[src/hw/rtl/tsd_pkg.sv]
package tsd_pkg;

    // delta unit selector
    localparam logic [1:0] UNIT_SEC = 2'd0;
    localparam logic [1:0] UNIT_MS  = 2'd1;
    localparam logic [1:0] UNIT_US  = 2'd2;
    localparam logic [1:0] UNIT_NS  = 2'd3;

    // result status
    localparam logic [1:0] ST_OK       = 2'd0;
    localparam logic [1:0] ST_INVALID  = 2'd1;
    localparam logic [1:0] ST_OVERFLOW = 2'd2;

    localparam logic [31:0] NS_MAX_VALID = 32'd999999999;
    localparam logic [31:0] NS_PER_SEC   = 32'd1000000000;

    // units per second, as a multiplier of whole seconds
    localparam logic [29:0] SEC_TO_MS = 30'd1000;
    localparam logic [29:0] SEC_TO_US = 30'd1000000;
    localparam logic [29:0] SEC_TO_NS = 30'd1000000000;

    // floor(x / 1e6) = (x * RECIP_MS) >> 50 and floor(x / 1e3) = (x * RECIP_US) >> 40
    // for every x below 1e9
    localparam logic [30:0] RECIP_MS = 31'd1125899907;
    localparam logic [30:0] RECIP_US = 31'd1099511628;
    localparam int          SHIFT_MS = 50;
    localparam int          SHIFT_US = 40;

    // largest (seconds, nanoseconds) gap whose floored delta still fits 32 bits
    localparam logic [31:0] LIM_MS_SEC = 32'd4294967;
    localparam logic [29:0] LIM_MS_NS  = 30'd295999999;
    localparam logic [31:0] LIM_US_SEC = 32'd4294;
    localparam logic [29:0] LIM_US_NS  = 30'd967295999;
    localparam logic [31:0] LIM_NS_SEC = 32'd4;
    localparam logic [29:0] LIM_NS_NS  = 30'd294967295;

    // gap between the two timestamps, after compare and subtract
    typedef struct packed {
        logic [1:0]  unit;
        logic        invalid;
        logic        first_less;
        logic        both_equal;
        logic        first_greater;
        logic [31:0] dsec;
        logic [29:0] dns;
    } gap_t;

endpackage

[src/hw/rtl/tsd_scale.sv]
module tsd_scale
    import tsd_pkg::*;
(
    input  gap_t        gap,
    output logic [31:0] delta,
    output logic [1:0]  status
);

    logic [30:0] recip;
    logic [60:0] frac_prod;
    logic [29:0] frac_q;
    logic [29:0] sec_scale;
    logic [61:0] int_prod;
    logic        overflow;
    logic [31:0] sum;

    always_comb begin
        recip     = RECIP_US;
        sec_scale = 30'd1;
        overflow  = 1'b0;
        if (gap.unit == UNIT_MS) begin
            recip = RECIP_MS;
        end
        unique case (gap.unit)
            UNIT_SEC: begin
                sec_scale = 30'd1;
            end
            UNIT_MS: begin
                sec_scale = SEC_TO_MS;
                overflow  = (gap.dsec > LIM_MS_SEC) ||
                            ((gap.dsec == LIM_MS_SEC) && (gap.dns > LIM_MS_NS));
            end
            UNIT_US: begin
                sec_scale = SEC_TO_US;
                overflow  = (gap.dsec > LIM_US_SEC) ||
                            ((gap.dsec == LIM_US_SEC) && (gap.dns > LIM_US_NS));
            end
            UNIT_NS: begin
                sec_scale = SEC_TO_NS;
                overflow  = (gap.dsec > LIM_NS_SEC) ||
                            ((gap.dsec == LIM_NS_SEC) && (gap.dns > LIM_NS_NS));
            end
            default: begin
                sec_scale = 30'd1;
            end
        endcase
    end

    assign frac_prod = {31'd0, gap.dns} * {30'd0, recip};
    assign int_prod  = {30'd0, gap.dsec} * {32'd0, sec_scale};

    always_comb begin
        case (gap.unit)
            UNIT_MS: frac_q = {20'd0, frac_prod[SHIFT_MS +: 10]};
            UNIT_US: frac_q = {10'd0, frac_prod[SHIFT_US +: 20]};
            UNIT_NS: frac_q = gap.dns;
            default: frac_q = 30'd0;
        endcase
    end

    // only the low word matters once the true value is known to fit
    assign sum = int_prod[31:0] + {2'd0, frac_q};

    always_comb begin
        if (gap.invalid) begin
            status = ST_INVALID;
            delta  = 32'd0;
        end else if (overflow) begin
            status = ST_OVERFLOW;
            delta  = 32'd0;
        end else begin
            status = ST_OK;
            delta  = sum;
        end
    end

endmodule

[src/hw/rtl/timestamp_difference_compare_top.sv]
// Channel | Ports               | Contents
// input   | s_tvalid/s_tready   | s_tdata: two seconds+ns timestamps, s_tuser: delta unit
// result  | m_tvalid/m_tready   | m_tdata: delta, status, ordering flags
//
// One transaction accepted per cycle unless a stall on m_tready fills every stage;
// a result passes the input, compare/subtract and result registers in turn.
// The multiply-and-add scaling stage sets the critical path.
// aresetn clears the stage valid bits only; data registers are not reset.
// A stall on m_tready holds the result; upstream stages keep filling bubbles.
module timestamp_difference_compare_top
    import tsd_pkg::*;
(
    input  logic         aclk,
    input  logic         aresetn,
    input  logic         s_tvalid,
    output logic         s_tready,
    // [31:0] first_seconds, [63:32] first_nanoseconds,
    // [95:64] second_seconds, [127:96] second_nanoseconds
    input  logic [127:0] s_tdata,
    // [1:0] command
    input  logic [1:0]   s_tuser,
    output logic         m_tvalid,
    input  logic         m_tready,
    // [31:0] delta, [33:32] status, [34] first_less, [35] both_equal,
    // [36] first_greater, [39:37] zero
    output logic [39:0]  m_tdata
);

    logic        in_valid_reg;
    logic [1:0]  cmd_reg;
    logic [31:0] fs_reg, fns_reg, ss_reg, sns_reg;
    logic        gap_valid_reg;
    gap_t        gap_reg;
    gap_t        gap_next;
    logic        out_valid_reg;
    logic [31:0] delta_reg;
    logic [1:0]  status_reg;
    logic        lt_reg, eq_reg, gt_reg;
    logic [31:0] delta_next;
    logic [1:0]  status_next;

    logic adv_out, adv_gap, adv_in;

    assign adv_out  = !out_valid_reg || m_tready;
    assign adv_gap  = !gap_valid_reg || adv_out;
    assign adv_in   = !in_valid_reg || adv_gap;
    assign s_tready = adv_in;

    // valid bits
    always_ff @(posedge aclk) begin
        if (!aresetn) begin
            in_valid_reg  <= 1'b0;
            gap_valid_reg <= 1'b0;
            out_valid_reg <= 1'b0;
        end else begin
            if (adv_in) begin
                in_valid_reg <= s_tvalid;
            end
            if (adv_gap) begin
                gap_valid_reg <= in_valid_reg;
            end
            if (adv_out) begin
                out_valid_reg <= gap_valid_reg;
            end
        end
    end

    always_ff @(posedge aclk) begin
        if (adv_in) begin
            cmd_reg <= s_tuser;
            fs_reg  <= s_tdata[31:0];
            fns_reg <= s_tdata[63:32];
            ss_reg  <= s_tdata[95:64];
            sns_reg <= s_tdata[127:96];
        end
    end

    // compare and subtract, larger minus smaller
    logic        sec_lt, sec_eq, lt, eq, invalid, borrow;
    logic [31:0] hi_s, lo_s, hi_ns, lo_ns, ns_diff;

    always_comb begin
        invalid = (fns_reg > NS_MAX_VALID) || (sns_reg > NS_MAX_VALID);
        sec_lt  = fs_reg < ss_reg;
        sec_eq  = fs_reg == ss_reg;
        lt      = sec_lt || (sec_eq && (fns_reg < sns_reg));
        eq      = sec_eq && (fns_reg == sns_reg);
        hi_s    = lt ? ss_reg  : fs_reg;
        lo_s    = lt ? fs_reg  : ss_reg;
        hi_ns   = lt ? sns_reg : fns_reg;
        lo_ns   = lt ? fns_reg : sns_reg;
        borrow  = hi_ns < lo_ns;
        ns_diff = borrow ? (hi_ns + NS_PER_SEC - lo_ns) : (hi_ns - lo_ns);

        gap_next.unit          = cmd_reg;
        gap_next.invalid       = invalid;
        gap_next.first_less    = !invalid && lt;
        gap_next.both_equal    = !invalid && eq;
        gap_next.first_greater = !invalid && !lt && !eq;
        gap_next.dsec          = hi_s - lo_s - {31'd0, borrow};
        gap_next.dns           = ns_diff[29:0];
    end

    always_ff @(posedge aclk) begin
        if (adv_gap) begin
            gap_reg <= gap_next;
        end
    end

    tsd_scale u_scale (
        .gap    (gap_reg),
        .delta  (delta_next),
        .status (status_next)
    );

    always_ff @(posedge aclk) begin
        if (adv_out) begin
            delta_reg  <= delta_next;
            status_reg <= status_next;
            lt_reg     <= gap_reg.first_less;
            eq_reg     <= gap_reg.both_equal;
            gt_reg     <= gap_reg.first_greater;
        end
    end

    assign m_tvalid = out_valid_reg;
    assign m_tdata  = {3'd0, gt_reg, eq_reg, lt_reg, status_reg, delta_reg};

endmodule

[config.mk]
export PLATFORM = sky130hd
export DESIGN_NAME = timestamp_difference_compare_top
export DESIGN_NICKNAME = d
export VERILOG_FILES = /design/src/hw/rtl/tsd_pkg.sv /design/src/hw/rtl/tsd_scale.sv /design/src/hw/rtl/timestamp_difference_compare_top.sv
export SDC_FILE = /design/constraint.sdc
export NUM_CORES = 2
export LEC_CHECK = 0
export ABC_CLOCK_PERIOD_IN_PS = 14190
export BUFFER_PORTS_ARGS = -buffer_cell sky130_fd_sc_hd__buf_2
export CAP_MARGIN = 30
export CORE_MARGIN = 8
export CORE_UTILIZATION = 61
export CTS_CLUSTER_DIAMETER = 150
export DETAILED_ROUTE_END_ITERATION = 8
export PLACE_DENSITY_LB_ADDON = 0.25
export SLEW_MARGIN = 25
export SYNTH_ARGS = -nofsm -noshare
export SYNTH_HDL_FRONTEND = slang
export SYNTH_SLANG_ARGS = --single-unit
export TNS_END_PERCENT = 30
[constraint.sdc]
create_clock -name aclk -period 14.19 [get_ports aclk]
set_clock_uncertainty 0.2 [all_clocks]
set_input_delay 1.419 -clock aclk [delete_from_list [all_inputs] [get_ports aclk]]
set_output_delay 1.419 -clock aclk [all_outputs]
set_load 0.02 [all_outputs]
Word level (Yosys, flattened, before mapping) --
Cells that the tools add are included.
Operators by class: multipliers 2, equal/unequal tests 8, order comparisons 11, add/subtract/negate cells 6, reduce and logical (&&, ||, !) cells 25, multiplexer cells 10
Operators with widths (number):
- two-way mux 32 bit | 4
- one-hot mux 30 bit (4 select lines) | 1
- < comparator 32 bit | 3
- one-hot mux 30 bit (3 select lines) | 1
- equality test 32 bit | 2
- greater-than comparator 32 x 30 -> 1 bit (second input constant) | 2
- greater-than comparator 30 x 29 -> 1 bit (second input constant) | 2
- multiplier 30 x 31 -> 60 bit | 1
- subtractor 30 bit | 2
- adder 32 x 30 -> 32 bit | 1
- equality test 32 x 13 -> 1 bit (second input constant) | 1
- equality test 32 x 23 -> 1 bit (second input constant) | 1
- equality test 32 x 3 -> 1 bit (second input constant) | 1
- greater-than comparator 32 x 13 -> 1 bit (second input constant) | 1
- greater-than comparator 32 x 23 -> 1 bit (second input constant) | 1
- greater-than comparator 32 x 3 -> 1 bit (second input constant) | 1
- multiplier 32 x 30 -> 32 bit | 1
- subtractor 32 x 1 -> 32 bit | 1
- subtractor 32 bit | 1
- adder 30 bit (second input constant) | 1
- greater-than comparator 30 bit (second input constant) | 1
- two-way mux 30 bit | 1
- two-way mux 26 bit | 1
- logical AND 1 bit | 9
- 8 further kinds | 21
Word-level totals: output and inout bits 42, register bits after elaboration 238, word-level logic and storage cells 82, bits of input ports 134

Logic depth before layout (Yosys ltp) --
word-level depth 7, mapped depth 57, depth with buffers taken out 54

By module --
Synthesis repeated with hierarchy kept, for this count alone.
Second synthesis, totals: cells, all modules 4850, area total of the unflattened synthesis 47053.9 sq um
By module, submodules not included:
- tsd_scale | area each 32461.1 sq um, cells each 3462, times used 1, seq. area each 0.0 sq um
- timestamp_difference_compare_top | area each 14592.7 sq um, cells each 1388, times used 1, seq. area each 7116.8 sq um

Worst setup path after synthesis --
OpenSTA, ideal clock, no wires.
kind reg-to-reg, from register gap_reg[67] (netlist bit), to register delta_reg[29], data pin, buffers on the path 5, required time 13.734 ns, data arrival time 12.631 ns, cell stages (with the launch flop) 56, period minus slack after synthesis 13.087 ns, library setup time 0.256 ns, slack 1.103 ns, path through edfxtp_1 inv_1 ha_1 clkbuf_1 clkbuf_1 clkbuf_1 clkbuf_1 o21ai_0 ha_1 clkbuf_1 fa_1 fa_1 inv_1 fa_1 inv_1 fa_1 inv_1 fa_1 (+20 left out) ha_1 inv_1 fa_1 inv_1 fa_1 ha_1 a21oi_1 nand2_1 a21o_1 a21o_1 or3_1 o2111ai_1 a21oi_1 o31ai_1 a21oi_1 o211ai_1 a211oi_1 nand2b_1
Between the ends: word-level cells in the longest chain between the ends 5, elaborated cells on any way between the ends 12, those cells by class 1 x add/sub; 2 x mul; 3 x eq/ne; 4 x mux; 2 x reduce/logical
RTL lines:
- start, declared | RTL line timestamp_difference_compare_top.sv:33 | gap_t gap_reg;
- start signal, assigned | RTL line timestamp_difference_compare_top.sv:106 | gap_reg <= gap_next;
- equality test 2 x 1 -> 1 bit | RTL line tsd_scale.sv:21, tsd_scale.sv:24, tsd_scale.sv:53
- two-way mux 26 bit | RTL line tsd_scale.sv:21 | if (gap.unit == UNIT_MS) begin
- multiplier 30 x 31 -> 60 bit | RTL line tsd_scale.sv:49 | assign frac_prod = {31'd0, gap.dns} * {30'd0, recip};
- one-hot mux 30 bit (3 select lines) | RTL line tsd_scale.sv:53 | case (gap.unit)
- adder 32 x 30 -> 32 bit | RTL line tsd_scale.sv:62 | assign sum = int_prod[31:0] + {2'd0, frac_q};
- end signal, assigned | RTL line timestamp_difference_compare_top.sv:118 | delta_reg <= delta_next;
- end, declared | RTL line timestamp_difference_compare_top.sv:36 | logic [31:0] delta_reg;
Several ways; a longest one is shown, not always the timed one. The select of a mux whose other input is x is not followed. A chain may end at the register's enable or synchronous reset.

Worst setup path in the final report --
from register gap_reg[66] (netlist bit), to register delta_reg[29], data pin
Same word-level chain as after synthesis.

==> impl_table.tex <==
\begin{tabular}{lr}
\hline
Metric & Value \\
\hline
\multicolumn{2}{l}{\textbf{Layout}} \\
\quad Flip-flop count of the largest register, all copies and words added & 68 \\
\quad Number of fill cells in the layout & 6068 \\
\quad NumNets Final & 6594 \\
\quad Layout overhead on the synthesized area & 7.88\% \\
\quad Fraction of layout instances using a drive strength above 1 & 0.0834 \\
\multicolumn{2}{l}{\textbf{Synth}} \\
\quad Top area cells in the synthesized netlist & sky130\_fd\_sc\_hd\_\_fa\_1 32\%, sky130\_fd\_sc\_hd\_\_ha\_1 20\%, sky130\_fd\_sc\_hd\_\_edfxtp\_1 15\%, sky130\_fd\_sc\_hd\_\_inv\_1 9.2\%, sky130\_fd\_sc\_hd\_\_xnor2\_1 2.4\% \\
\quad Count of unique library cells instantiated by Yosys & 92 \\
\quad Post-synthesis cell type with the largest combined area & sky130\_fd\_sc\_hd\_\_fa\_1 \\
\quad Number of flops mapped to enable cells by yosys & 235 \\
\quad Share of the synthesized area in the top cell type & 0.322 \\
\quad Syn avg cell area & 9.82 sq um \\
\quad Post-Synthesis Cells & 4753 \\
\quad Post-synthesis instance area & 46700 sq um \\
\quad Most instantiated flip-flop cell in the synthesis netlist & sky130\_fd\_sc\_hd\_\_edfxtp\_1 \\
\quad Ys async rst share & 0 \\
\quad Top post-synthesis cells by count & 1146 x sky130\_fd\_sc\_hd\_\_inv\_1, 752 x sky130\_fd\_sc\_hd\_\_fa\_1, 728 x sky130\_fd\_sc\_hd\_\_ha\_1 \\
\quad Fraction of the yosys area taken by sequential cells & 0.152 \\
\quad Number of flip-flops and latches in the synthesized netlist & 238 \\
\quad Most common cell in the netlist & sky130\_fd\_sc\_hd\_\_inv\_1 \\
\quad Total of warnings raised by yosys & 0 \\
\multicolumn{2}{l}{\textbf{Worst setup path}} \\
\quad Setup crit start kind & flop \\
\quad Minimum setup slack among reg-to-reg paths & 580 ps \\
\quad Highest cell delay on the worst timing path & 600 ps \\
\quad Endpoint type of the worst setup path & flop \\
\quad End of the critical path & delta\_reg[29]\$\_SDFFCE\_PP0P\_ \\
\quad Maximum net fanout on the critical path & 7 \\
\quad Endpoint arrival time on the critical path & 13760 ps \\
\quad RR Endpoint & delta\_reg[29]\$\_SDFFCE\_PP0P\_ \\
\quad Most common cell type on the critical path & sky130\_fd\_sc\_hd\_\_fa\_1 \\
\quad Class of the most critical setup path & flop to flop \\
\quad Worst Path Required & 14340 ps \\
\quad Slowest library cell on the worst path & sky130\_fd\_sc\_hd\_\_fa\_1 \\
\quad Cell depth of the worst flop-to-flop path & 52 \\
\quad Beginning of the critical path & gap\_reg[66]\$\_DFFE\_PP\_ \\
\quad Reg-to-Reg Start & gap\_reg[66]\$\_DFFE\_PP\_ \\
\multicolumn{2}{l}{\textbf{Floorplanning}} \\
\quad Core area & 75800 sq um \\
\quad Initial standard-cell utilization of the core & 0.616 \\
\quad Die area & 85700 sq um \\
\quad Die Y-Extent & 293 um \\
\quad Placement row count & 101 \\
\quad I/O pin count & 176 \\
\quad Horizontal die dimension & 293 um \\
\multicolumn{2}{l}{\textbf{Clock network}} \\
\quad Max Root-Sink Buffers & 3 \\
\quad Later-pin clock latency in the skew report & 600 ps \\
\quad TritonCTS buffer count & 26 \\
\quad Root Buffer & sky130\_fd\_sc\_hd\_\_clkbuf\_16 \\
\quad Quantity of hold-fixing buffers added after cts & 0 \\
\quad Total number of clock tree sinks & 238 \\
\quad Clock-pin slew on the worst setup and hold paths & 60 ps \\
\quad TritonCTS clock tree & done \\
\quad H-tree depth reported by CTS & 1 \\
\multicolumn{2}{l}{\textbf{Placed design}} \\
\quad Gpl congestion & 1.01 \\
\quad Post-detail-place hpwl & 109000 um \\
\quad Port Buf Inserts & 172 \\
\multicolumn{2}{l}{\textbf{GRT}} \\
\quad Aggregate global routing overflow & 0 \\
\quad Vias in the first global route & 35137 \\
\quad Number of antenna violations at the first check in global routing & 5 \\
\quad Largest net degree at the start of global routing & 129 \\
\quad Global Route Usage Sum & 0.290 \\
\quad First-pass GRT wire length & 194000 um \\
\multicolumn{2}{l}{\textbf{Timing}} \\
\quad Actual slew at the worst max-slew pin & 1030 ps \\
\quad Fin. max-slew vios & 0 \\
\quad Number of hold violations in the final report & 0 \\
\quad Aggregate negative setup slack & 0 ps \\
\quad Achievable frequency & 0.0735 GHz \\
\quad Final worst path period need & 13610 ps \\
\quad Final critical-path share of the clock period & 0.959 \\
\quad Unrepaired setup endpoints after global routing & no \\
\quad Normalized max-slew margin & 0.316 \\
\quad Final count of negative-setup-slack endpoints & 0 \\
\multicolumn{2}{l}{\textbf{Hold path}} \\
\quad Min-Delay Path Class & flop to flop \\
\multicolumn{2}{l}{\textbf{Drt}} \\
\quad Via count of the routed design & 33971 \\
\quad DRT iter0 DRCs & 2698 \\
\quad Length of the first detailed-routing pass in iterations & 6 \\
\quad DR DRC count & 0 \\
\quad Post-Route WL & 125000 um \\
\quad Routed length per placed instance & 20.9 um \\
\quad WL met2 & 55900 um \\
\quad Met1 wire length & 53300 um \\
\quad Amount of wire on met3 after detailed routing & 11600 um \\
\quad Uppermost metal layer occupied by signal nets & met5 \\
\quad Ratio of routed vias to standard cells & 5.68 \\
\quad Antenna violation net count after detailed routing & 0 \\
\multicolumn{2}{l}{\textbf{Outcome}} \\
\quad Status & finished, final reports clean \\
\multicolumn{2}{l}{\textbf{Flow run}} \\
\quad Max-cap viol count & 0 \\
\hline
\end{tabular}
==> through the flow <==
| step | util | area [sq um] | std cells | worst slack, ps | hold slack, ps |
|---|---|---|---|---|---|
| floorplan | - | 46800 | 4777 | 1100 | 200 |
| global placement | 0.651 | 49300 | 5924 | 298 | 201 |
| detailed placement | 0.651 | 49400 | 5925 | 40.0 | 205 |
| CTS | 0.663 | 50300 | 5973 | 87.7 | 222 |
| global route | 0.664 | 50400 | 5978 | 14.2 | 238 |
| finish | 0.664 | 50400 | 5981 | 580 | 224 |
==> worst max-delay path, delay by kind of cell, from the launching register on <==
family	cells	cell delay, ps
XOR/XNOR	2	390
adder cells (fa/ha/maj)	16	6380
AND/OR/NAND/NOR	5	940
AO/OA/AOI/OAI	21	4060
buffers and inverters	8	980
flip-flops	1	470
==> cells in the final DEF (no fill, tap or decap), types with 46 or more instances in the layout <==
master / instances
sky130_fd_sc_hd__nand2b_1: 71
sky130_fd_sc_hd__ha_1: 726
sky130_fd_sc_hd__edfxtp_1: 235
sky130_fd_sc_hd__nand3_1: 53
sky130_fd_sc_hd__nor2b_1: 46
sky130_fd_sc_hd__xnor2_1: 126
sky130_fd_sc_hd__and2_1: 100
sky130_fd_sc_hd__a21o_1: 59
sky130_fd_sc_hd__buf_4: 129
sky130_fd_sc_hd__nor2_1: 202
sky130_fd_sc_hd__xor2_1: 47
sky130_fd_sc_hd__buf_2: 172
sky130_fd_sc_hd__fa_1: 752
sky130_fd_sc_hd__inv_1: 1144
sky130_fd_sc_hd__o21ai_0: 94
sky130_fd_sc_hd__a21oi_1: 188
sky130_fd_sc_hd__nand2_1: 252
==> worst min path at each step <==
stage	startpoint	to	slack, ps	cells past startpoint
2_1_floorplan	gap_reg[63]$_DFFE_PP_	eq_reg$_DFFE_PP_	200	0
3_3_place_gp	gap_reg[63]$_DFFE_PP_	eq_reg$_DFFE_PP_	200	0
3_5_place_dp	cmd_reg[0]$_DFFE_PP_	gap_reg[66]$_DFFE_PP_	200	0
5_1_grt	gap_reg[64]$_DFFE_PP_	lt_reg$_DFFE_PP_	240	0
6_report	cmd_reg[0]$_DFFE_PP_	gap_reg[66]$_DFFE_PP_	220	0
4_1_cts	cmd_reg[0]$_DFFE_PP_	gap_reg[66]$_DFFE_PP_	220	0
==> final cells by class <==
type / instances / area, sq um / area share
diodes: 3 / 7.51 / 0.000149
well taps: 978 / 1220 / 0.0243
inverters: 1147 / 4310 / 0.0855
clock inverters: 17 / 213 / 0.00422
repair buffers: 306 / 1920 / 0.0382
flip-flops and latches: 238 / 7120 / 0.141
clock buffers: 31 / 669 / 0.0133
multi-input cells: 3261 / 34900 / 0.693
==> kinds of logic (layout without fill, tap and decap cells) <==
group / after synthesis / in the layout / share of synthesized area
xor gates and xnor gates: 174 / 174 / 0.0326
DFF: 238 / 238 / 0.152
AOI/OAI and AO/OA: 609 / 609 / 0.0856
muxes: 26 / 26 / 0.00584
and+or+nand+nor: 946 / 946 / 0.102
other: 2 / 29 / 0.000161
adders and majority gates: 1480 / 1480 / 0.518
buffers and inverters: 1278 / 1501 / 0.104
==> metal layers <==
layer | GRT usage | up-vias
met5 | 0 | -
met4 | 0.0836 | 4
met3 | 0.0676 | 221
met2 | 0.457 | 1357
met1 | 0.402 | 16658
li1 | - | 15731
==> what timing repair did <==
item / 4_1_cts / 5_1_grt
resized for setup: 0 / 16
setup buffers: 0 / 5
endpoints found under the setup margin: 0 / 13
Power is not shown: default switching activity piles up to over one toggle a cycle in this logic, so the estimate is an artifact.
